### src/hw/rtl/svhd_pkg.sv
// Shared types, widths and codes for the stereo vibrato delay.
package svhd_pkg;

  localparam int LINE_MAX_DEF  = 256;
  localparam int PHASE_MAX_DEF = 16384;

  localparam int SAMPLE_W  = 16;
  localparam int LEN_REG_W = 9;
  localparam int PER_REG_W = 15;
  localparam int CFG_W     = 15;
  localparam int CFG_IDX_W = 1;
  localparam int TIDX_W    = 14;
  localparam int DELAY_W   = 25;
  localparam int FRAC_W    = 16;
  // whole-sample part of a delay plus the borrow and the one-sample offset
  localparam int QUOT_W    = DELAY_W - FRAC_W + 1;

  // Hermite datapath
  localparam int COEF_W = 20;
  localparam int ACC_W  = 38;
  localparam int MAG_W  = ACC_W - 1;
  localparam int LO_W   = 18;
  localparam int HI_W   = MAG_W - LO_W;
  localparam int PROD_W = MAG_W + FRAC_W;

  localparam int LEN_MIN    = 4;
  localparam int SAMPLE_MAX = 32767;

  localparam logic [LEN_REG_W-1:0] LEN_RESET = 9'd176;
  localparam logic [PER_REG_W-1:0] PER_RESET = 15'd8820;

  localparam logic [CFG_IDX_W-1:0] REG_LINE_LENGTH = 1'd0;
  localparam logic [CFG_IDX_W-1:0] REG_LFO_PERIOD  = 1'd1;

  localparam logic CMD_FRAME = 1'b0;
  localparam logic CMD_TABLE = 1'b1;

  typedef struct packed {
    logic                       command;
    logic signed [SAMPLE_W-1:0] left_in;
    logic signed [SAMPLE_W-1:0] right_in;
    logic [TIDX_W-1:0]          table_index;
    logic [DELAY_W-1:0]         table_value;
  } cmd_beat_t;

  typedef struct packed {
    logic signed [SAMPLE_W-1:0] left_out;
    logic signed [SAMPLE_W-1:0] right_out;
  } res_beat_t;

  typedef struct packed {
    logic              start;
    logic [FRAC_W-1:0] frac;
  } lane_cmd_t;

  typedef struct packed {
    logic                       done;
    logic signed [SAMPLE_W-1:0] sample;
  } lane_stat_t;

endpackage

### src/hw/rtl/svhd_mod.sv
// Bit-serial remainder unit: one dividend bit per cycle.
module svhd_mod import svhd_pkg::*; #(
  parameter int LEN_W = LEN_REG_W
) (
  input  logic              clk,
  input  logic              rst,
  input  logic              start,
  input  logic [QUOT_W-1:0] dividend,
  input  logic [LEN_W-1:0]  divisor,
  output logic              done,
  output logic [LEN_W-1:0]  rem
);

  localparam int CNT_W = $clog2(QUOT_W + 1);

  logic              busy;
  logic [CNT_W-1:0]  cnt;
  logic [QUOT_W-1:0] shreg;
  logic [LEN_W-1:0]  div_r;
  logic [LEN_W-1:0]  rem_r;
  logic [LEN_W:0]    trial;
  logic [LEN_W:0]    trial_sub;

  assign trial     = {rem_r, shreg[QUOT_W-1]};
  assign trial_sub = (trial >= {1'b0, div_r}) ? trial - {1'b0, div_r} : trial;
  assign rem       = rem_r;

  always_ff @(posedge clk) begin
    if (rst) begin
      busy <= 1'b0;
      done <= 1'b0;
      cnt  <= '0;
    end else begin
      done <= 1'b0;
      if (start) begin
        busy <= 1'b1;
        cnt  <= '0;
      end else if (busy) begin
        cnt <= cnt + 1'b1;
        if (cnt == CNT_W'(QUOT_W - 1)) begin
          busy <= 1'b0;
          done <= 1'b1;
        end
      end
    end
  end

  always_ff @(posedge clk) begin
    if (start) begin
      shreg <= dividend;
      rem_r <= '0;
      div_r <= divisor;
    end else if (busy) begin
      shreg <= shreg << 1;
      rem_r <= trial_sub[LEN_W-1:0];
    end
  end

`ifndef ASSERT_OFF
  a_rem_below_divisor: assert property (@(posedge clk) disable iff (rst)
    done |-> rem_r < div_r)
    else $error("remainder not below divisor");
`endif

endmodule

### config.mk
export PLATFORM = sky130hd
export DESIGN_NAME = svhd_mod
export DESIGN_NICKNAME = d
export VERILOG_FILES = /design/src/hw/rtl/svhd_pkg.sv /design/src/hw/rtl/svhd_mod.sv
export SDC_FILE = /design/constraint.sdc
export NUM_CORES = 1
export LEC_CHECK = 0
export ABC_CLOCK_PERIOD_IN_PS = 2400
export BUFFER_PORTS_ARGS = -buffer_cell sky130_fd_sc_hd__buf_2
export CAP_MARGIN = 0
export CELL_PAD_IN_SITES_DETAIL_PLACEMENT = 0
export CELL_PAD_IN_SITES_GLOBAL_PLACEMENT = 1
export CORE_ASPECT_RATIO = 0.6
export CORE_MARGIN = 8
export CORE_UTILIZATION = 39
export CTS_CLUSTER_SIZE = 8
export DETAILED_ROUTE_END_ITERATION = 6
export GPL_TIMING_DRIVEN = 0
export HOLD_SLACK_MARGIN = 0.1
export PLACE_DENSITY = 0.8
export SYNTH_ARGS = -nofsm -noshare
export SYNTH_HDL_FRONTEND = slang
export SYNTH_SLANG_ARGS = --single-unit
### constraint.sdc
create_clock -name clk -period 2.4 [get_ports clk]
set_clock_uncertainty 0.05 [all_clocks]
set_input_delay 0.36 -clock clk [delete_from_list [all_inputs] [get_ports clk]]
set_output_delay 0.36 -clock clk [all_outputs]
set_load 0.01 [all_outputs]
Yosys cells after proc, flatten, opt, wreduce, memory -nomap -nowiden
Index checks and enable logic that the tools add are counted.
{"block": "totals", "reg_bits": 34, "in_bits": 22, "output_inout_bits": 10, "wordCells": 21}
{"block": "op_classes", "addsub": 2, "magnitude_cmp": 1, "eq_ne": 1, "mux": 7, "bitwise_logic": 1, "n_reduce_logical": 3}
{"operator": "$mux W10", "n": 2}
{"operator": "$ge A10 B9 Y1", "n": 1}
{"operator": "$mux W9", "n": 1}
{"operator": "$sub A9 B9 Y9", "n": 1}
{"operator": "$add A4 B1 Y4 const B", "n": 1}
{"operator": "$eq A4 B4 Y1 const B", "n": 1}
{"operator": "$mux W1", "n": 4}
{"operator": "$reduce_or A3 Y1", "n": 1}
{"operator": "$reduce_bool A2 Y1", "n": 1}
{"operator": "$reduce_or A2 Y1", "n": 1}
{"operator": "$not A1 Y1", "n": 1}

Depth between registers and ports, before layout
{"block": "depth", "word_depth": 4, "depth_mapped": 10, "mapped_depth_nobuf": 9}

Worst setup path before layout
OpenSTA, ideal clock, no wires.
{"block": "synth_timing", "path_type": "reg2reg", "startpoint": "register shreg[9]", "endpoint": "register rem_r[8] (netlist: rem[8])", "setup_ns": 0.138, "t_arrival_ns": 1.910, "t_required_ns": 2.212, "path_slack_ns": 0.301, "path_stages_with_launch": 10, "path_buffers": 0, "synth_period_minus_slack_ns": 2.099, "path_cell_list": "edfxtp_1 > inv_1 > ha_1 > inv_1 > fa_1 > a21o_1 > a221oi_2 > nor2_1 > a311oi_1 > o221ai_1"}
{"block": "synth_via", "elab_chain_len": 2, "elab_cells_between_ends": 3, "classes_between": "1 x add/sub; 1 x order compare; 1 x mux"}
{"item": "from (decl)", "line": "svhd_mod.sv:18", "source": "logic [QUOT_W-1:0] shreg;"}
{"item": "from (signal assigned)", "line": "svhd_mod.sv:50", "source": "shreg <= dividend;"}
{"item": "from (signal assigned)", "line": "svhd_mod.sv:54", "source": "shreg <= shreg << 1;"}
{"item": "$sub A9 B9 Y9 / $ge A10 B9 Y1 (equally long branches)", "line": "svhd_mod.sv:25", "source": "assign trial_sub = (trial >= {1'b0, div_r}) ? trial - {1'b0, div_r} : trial;"}
{"item": "$mux W9 *", "line": "svhd_mod.sv:25"}
{"item": "to (signal assigned)", "line": "svhd_mod.sv:55", "source": "rem_r <= trial_sub[LEN_W-1:0];"}
{"item": "to (decl)", "line": "svhd_mod.sv:20", "source": "logic [LEN_W-1:0] rem_r;"}
Mark *: on every way between the ends. The rest lies on a longest branch, timed or not.
A chain may end at the register's enable or synchronous reset.

Worst setup path in the final report
Same ends and word-level chain as after synthesis.

==> report_table.html <==
<table>
<tr><th>Metric</th><th>Value</th></tr>
<tr><th colspan="2">Clock tree</th></tr>
<tr><td>Number of clock sinks</td><td>34</td></tr>
<tr><td>TritonCTS clock tree</td><td>built</td></tr>
<tr><td>TritonCTS Buffers</td><td>5</td></tr>
<tr><td>Maximum clock path buffer count</td><td>2</td></tr>
<tr><td>Clk pin slew, worst setup/hold paths</td><td>0.07 ns</td></tr>
<tr><td>Hold_buf cts</td><td>0</td></tr>
<tr><td>Resized cells post-CTS</td><td>0</td></tr>
<tr><td>Worst skew pair latency</td><td>0.29 ns</td></tr>
<tr><td>Clock root buffer</td><td>clkbuf_8</td></tr>
<tr><td>H-tree lvl count</td><td>2</td></tr>
<tr><td>Count of buffers added by post-CTS timing repair for setup</td><td>0</td></tr>
<tr><th colspan="2">Detailed routing</th></tr>
<tr><td>Total via count after detailed routing</td><td>1276</td></tr>
<tr><td>Routed wire length</td><td>3757 um</td></tr>
<tr><td>Number of design-rule violations left by the first detailed-router iteration</td><td>45</td></tr>
<tr><td>Number of detailed-routing iterations run before antenna repair</td><td>4</td></tr>
<tr><td>Number of vias per cell</td><td>4.691</td></tr>
<tr><td>Post-route ant nets</td><td>0</td></tr>
<tr><td>Residual DRC count</td><td>0</td></tr>
<tr><td>Average routed wire per standard cell</td><td>13.81 um</td></tr>
<tr><th colspan="2">Min path</th></tr>
<tr><td>Hold path startpoint</td><td>divisor[3]</td></tr>
<tr><td>Hold Path Stages</td><td>1</td></tr>
<tr><td>End of the worst hold path</td><td>div_r[3]$_DFFE_PP_</td></tr>
<tr><td>Type of the worst min-delay path</td><td>input port to flop</td></tr>
<tr><th colspan="2">Setup path</th></tr>
<tr><td>R2R Path Start</td><td>shreg[9]$_DFFE_PP_</td></tr>
<tr><td>Cell mode on critical path</td><td>inv_1</td></tr>
<tr><td>End of the worst register-to-register path</td><td>rem[8]$_SDFFE_PP0P_</td></tr>
<tr><td>Worst setup slack for register-to-register paths</td><td>0.16 ns</td></tr>
<tr><td>Category of the most critical setup path</td><td>flop to flop</td></tr>
<tr><td>Chain of cells forming the critical path</td><td>inv_1 &gt; ha_1 &gt; inv_1 &gt; fa_2 &gt; a21o_1 &gt; a221oi_4 &gt; nor2_1 &gt; a311oi_1 &gt; o221ai_1</td></tr>
<tr><td>Depth of the worst register-to-register path</td><td>9</td></tr>
<tr><td>Critical path arrival</td><td>2.34 ns</td></tr>
<tr><td>Worst path buffer plus inverter count</td><td>2</td></tr>
<tr><td>CP Capture Type</td><td>flop</td></tr>
<tr><td>CP top delay family</td><td>compound AO/OA/AOI/OAI gates</td></tr>
<tr><td>Critical-path cell with the highest stage delay</td><td>edfxtp_1</td></tr>
<tr><td>Worst path max stage delay</td><td>0.37 ns</td></tr>
<tr><td>Critical Path Source Type</td><td>flop</td></tr>
<tr><td>Critical path depth</td><td>9</td></tr>
<tr><td>Maximum fanout count along the critical path</td><td>3</td></tr>
<tr><td>Data required time at the worst endpoint</td><td>2.50 ns</td></tr>
<tr><th colspan="2">Synthesis</th></tr>
<tr><td>Flip-flop and latch count after synthesis</td><td>34</td></tr>
<tr><td>Area of the mapped netlist</td><td>0.001863 sq mm</td></tr>
<tr><td>Average footprint of a synthesized cell</td><td>10.96 sq um</td></tr>
<tr><td>Fraction of registers with async set or reset after synthesis</td><td>0%</td></tr>
<tr><td>Primary flip-flop cell chosen by synthesis mapping</td><td>edfxtp_1</td></tr>
<tr><td>Number of nets produced by synthesis</td><td>204</td></tr>
<tr><td>Number of distinct library cells after synthesis</td><td>44</td></tr>
<tr><td>Gate count after technology mapping</td><td>170</td></tr>
<tr><td>Post-synth EDFFs</td><td>19</td></tr>
<tr><td>Seq/Total Area, Yosys</td><td>46.74%</td></tr>
<tr><td>Warning count from the yosys run</td><td>0</td></tr>
<tr><th colspan="2">GRT</th></tr>
<tr><td>Vias in the first global route</td><td>1298</td></tr>
<tr><td>Met2 usage</td><td>13.27%</td></tr>
<tr><td>Most used routing layer in global routing</td><td>met1</td></tr>
<tr><td>Met1 track demand over resource in global routing</td><td>17.24%</td></tr>
<tr><td>Global-route met3 utilization</td><td>3.711%</td></tr>
<tr><td>Total grt overflow</td><td>0</td></tr>
<tr><td>Maximum number of pins on one net before global-route repair</td><td>12</td></tr>
<tr><td>Global-route wire length before repair</td><td>6548 um</td></tr>
<tr><td>Initial antenna violation count</td><td>0</td></tr>
<tr><td>GRT Util Overall</td><td>11.12%</td></tr>
<tr><th colspan="2">Layout</th></tr>
<tr><td>Filler cell count</td><td>434</td></tr>
<tr><td>Area of the multi-input gates</td><td>912.1 sq um</td></tr>
<tr><td>Sequential cell area</td><td>870.8 sq um</td></tr>
<tr><td>Antenna diode count</td><td>0</td></tr>
<tr><td>Share of cells above drive strength 1</td><td>28.23%</td></tr>
<tr><td>Area growth from synthesis to layout</td><td>18.20%</td></tr>
<tr><td>Net count, final</td><td>242</td></tr>
<tr><th colspan="2">STA</th></tr>
<tr><td>Highest clock rate</td><td>446.0 MHz</td></tr>
<tr><td>Total count of max-transition violations in the final report</td><td>0</td></tr>
<tr><td>Worst hold slack</td><td>0.1977 ns</td></tr>
<tr><td>Relative slew slack</td><td>60.18%</td></tr>
<tr><td>Final Hold Vio Count</td><td>0</td></tr>
<tr><td>Final period demand of the worst path</td><td>2.242 ns</td></tr>
<tr><td>Ratio of final minimum period to clock period</td><td>93.42%</td></tr>
<tr><td>Worst Max-Slew Pin Slew</td><td>0.5972 ns</td></tr>
<tr><td>Setup Total Neg Slack</td><td>0 ns</td></tr>
<tr><td>Count of endpoints failing setup in the final report</td><td>0</td></tr>
<tr><td>Setup repair after global routing missed its margin</td><td>no</td></tr>
<tr><th colspan="2">Power and ir drop</th></tr>
<tr><td>Switching portion of total power</td><td>28.80%</td></tr>
<tr><td>Static leakage</td><td>0.9012 nW</td></tr>
<tr><td>Seq pwr share</td><td>46.2%</td></tr>
<tr><td>Ratio of total power to cell area</td><td>685.2 mW/mm^2</td></tr>
<tr><td>Cell-internal power</td><td>1.074 mW</td></tr>
<tr><td>Switching power of the nets</td><td>434.6 uW</td></tr>
<tr><td>Peak VDD IR</td><td>369.1 uV</td></tr>
<tr><td>Clock power share</td><td>28.6%</td></tr>
<tr><td>Share of power burned in combinational logic</td><td>25.3%</td></tr>
<tr><th colspan="2">Floorplanning</th></tr>
<tr><td>Die boundary height</td><td>69.54 um</td></tr>
<tr><td>Core Footprint</td><td>0.004588 sq mm</td></tr>
<tr><td>Initial Util</td><td>40.61%</td></tr>
<tr><td>Site Rows</td><td>19</td></tr>
<tr><td>Number of top-level design ports</td><td>32</td></tr>
<tr><td>X dimension of the die</td><td>105.2 um</td></tr>
<tr><td>Die area</td><td>0.007317 sq mm</td></tr>
<tr><th colspan="2">Place</th></tr>
<tr><td>HPWL after DPL</td><td>2932 um</td></tr>
<tr><td>PortBufs</td><td>31</td></tr>
<tr><td>Placer Congestion</td><td>0.7916</td></tr>
<tr><th colspan="2">Flow run</th></tr>
<tr><td>Max-cap violations</td><td>0</td></tr>
<tr><th colspan="2">Outcome</th></tr>
<tr><td>Outcome</td><td>finished clean</td></tr>
</table>
-- state kept, by name (all words and copies together), names as in the netlist --
name	cells
rem	9
div_r	9
busy	1
shreg	10
done	1
cnt	4
-- synthesized netlist by cell type (2+ instances only) --
master / count / area share (%)
a211o_1: 2 / 0.94
a211oi_1: 4 / 1.6
a211oi_2: 3 / 2.0
a21oi_1: 6 / 1.6
clkbuf_1: 5 / 1.0
dfxtp_1: 15 / 16
edfxtp_1: 19 / 31
ha_1: 11 / 7.4
inv_1: 14 / 2.8
mux2_2: 10 / 6.0
mux2i_1: 6 / 3.2
nand2_1: 7 / 1.4
nand2b_1: 4 / 1.3
nand3_1: 4 / 1.1
nand3b_1: 4 / 1.6
nor2_1: 14 / 2.8
nor3_1: 4 / 1.1
nor4b_1: 2 / 0.94
o21a_1: 3 / 1.2
o21ai_0: 3 / 0.81
o221ai_1: 2 / 0.94
xnor2_1: 3 / 1.4
xor2_1: 4 / 1.9
-- cell type report --
cell class	count	area share, %
buffer	8	1.875
clock buffer	7	3.920
clock inverter	1	0.2273
inverter	14	2.386
multi-input combinational	114	41.42
sequential	34	39.55
tap	63	3.580
timing repair buffer	31	7.045
-- power by group through the flow --
stage	clock (mW)	sequential, mW	combinational, mW
6_report	0.431	0.696	0.382
5_1_grt	0.476	0.701	0.432
4_1_cts	0.444	0.697	0.376
3_5_place_dp	0	0.710	0.373
3_3_place_gp	0	0.708	0.373
2_1_floorplan	0	0.708	0.274
-- through the flow --
step | power, mW | instance area (sq um) | util (%) | worst slack (ns) | std cells
after detailed placement | 1.083 | 2097 | 45.70 | 0.02763 | 264
after global placement | 1.082 | 2097 | 45.70 | 0.05582 | 264
after global routing | 1.609 | 2202 | 48.00 | 0.01956 | 272
after floorplan | 0.9825 | 1863 | - | 0.3013 | 170
after CTS | 1.517 | 2188 | 47.70 | 0.01293 | 272
final | 1.509 | 2202 | 48.00 | 0.1579 | 272
-- worst max path at each step --
stage / startpoint / endpoint
3_5_place_dp: shreg[9]$_DFFE_PP_ / rem[8]$_SDFFE_PP0P_
3_3_place_gp: shreg[9]$_DFFE_PP_ / rem[8]$_SDFFE_PP0P_
5_1_grt: shreg[9]$_DFFE_PP_ / rem[8]$_SDFFE_PP0P_
6_report: shreg[9]$_DFFE_PP_ / rem[8]$_SDFFE_PP0P_
4_1_cts: shreg[9]$_DFFE_PP_ / rem[8]$_SDFFE_PP0P_
2_1_floorplan: shreg[9]$_DFFE_PP_ / rem[8]$_SDFFE_PP0P_
-- cell usage in the layout (no fill, tap or decap), types with 4 or more instances in the layout --
cell	instances
clkbuf_1	6
xor2_1	4
a211oi_1	4
nand2_1	7
ha_1	11
inv_1	14
nand2b_1	4
a21oi_1	6
buf_2	31
nor2_1	14
mux2_2	10
edfxtp_1	19
mux2i_1	6
dfxtp_1	15
nand3b_1	4
nand3_1	4
clkbuf_8	6
nor3_1	4
-- worst reg2reg max path: cells and delay by family (launching register included) --
family | cells | cell delay (ns)
simple gates | 1 | 0.09
flops | 1 | 0.37
compound gates | 4 | 0.92
buf+inv | 2 | 0.14
fa+ha+maj | 2 | 0.53
-- logic make-up after synthesis --
logic type,after synthesis,share of synthesized area [%]
compound gates,32,13.90
xor+xnor,7,3.291
mux,17,9.873
simple gates,46,12.69
fa+ha+maj,12,8.462
flops,34,46.74
buf+inv,22,5.037
-- metal layers --
metal | part of all wire, % | wire length (um)
met5 | 0 | 0
met4 | 0.96 | 36
met3 | 5.4 | 201
met2 | 34 | 1296
met1 | 59 | 2223
Power figures use the tool's default switching activity.
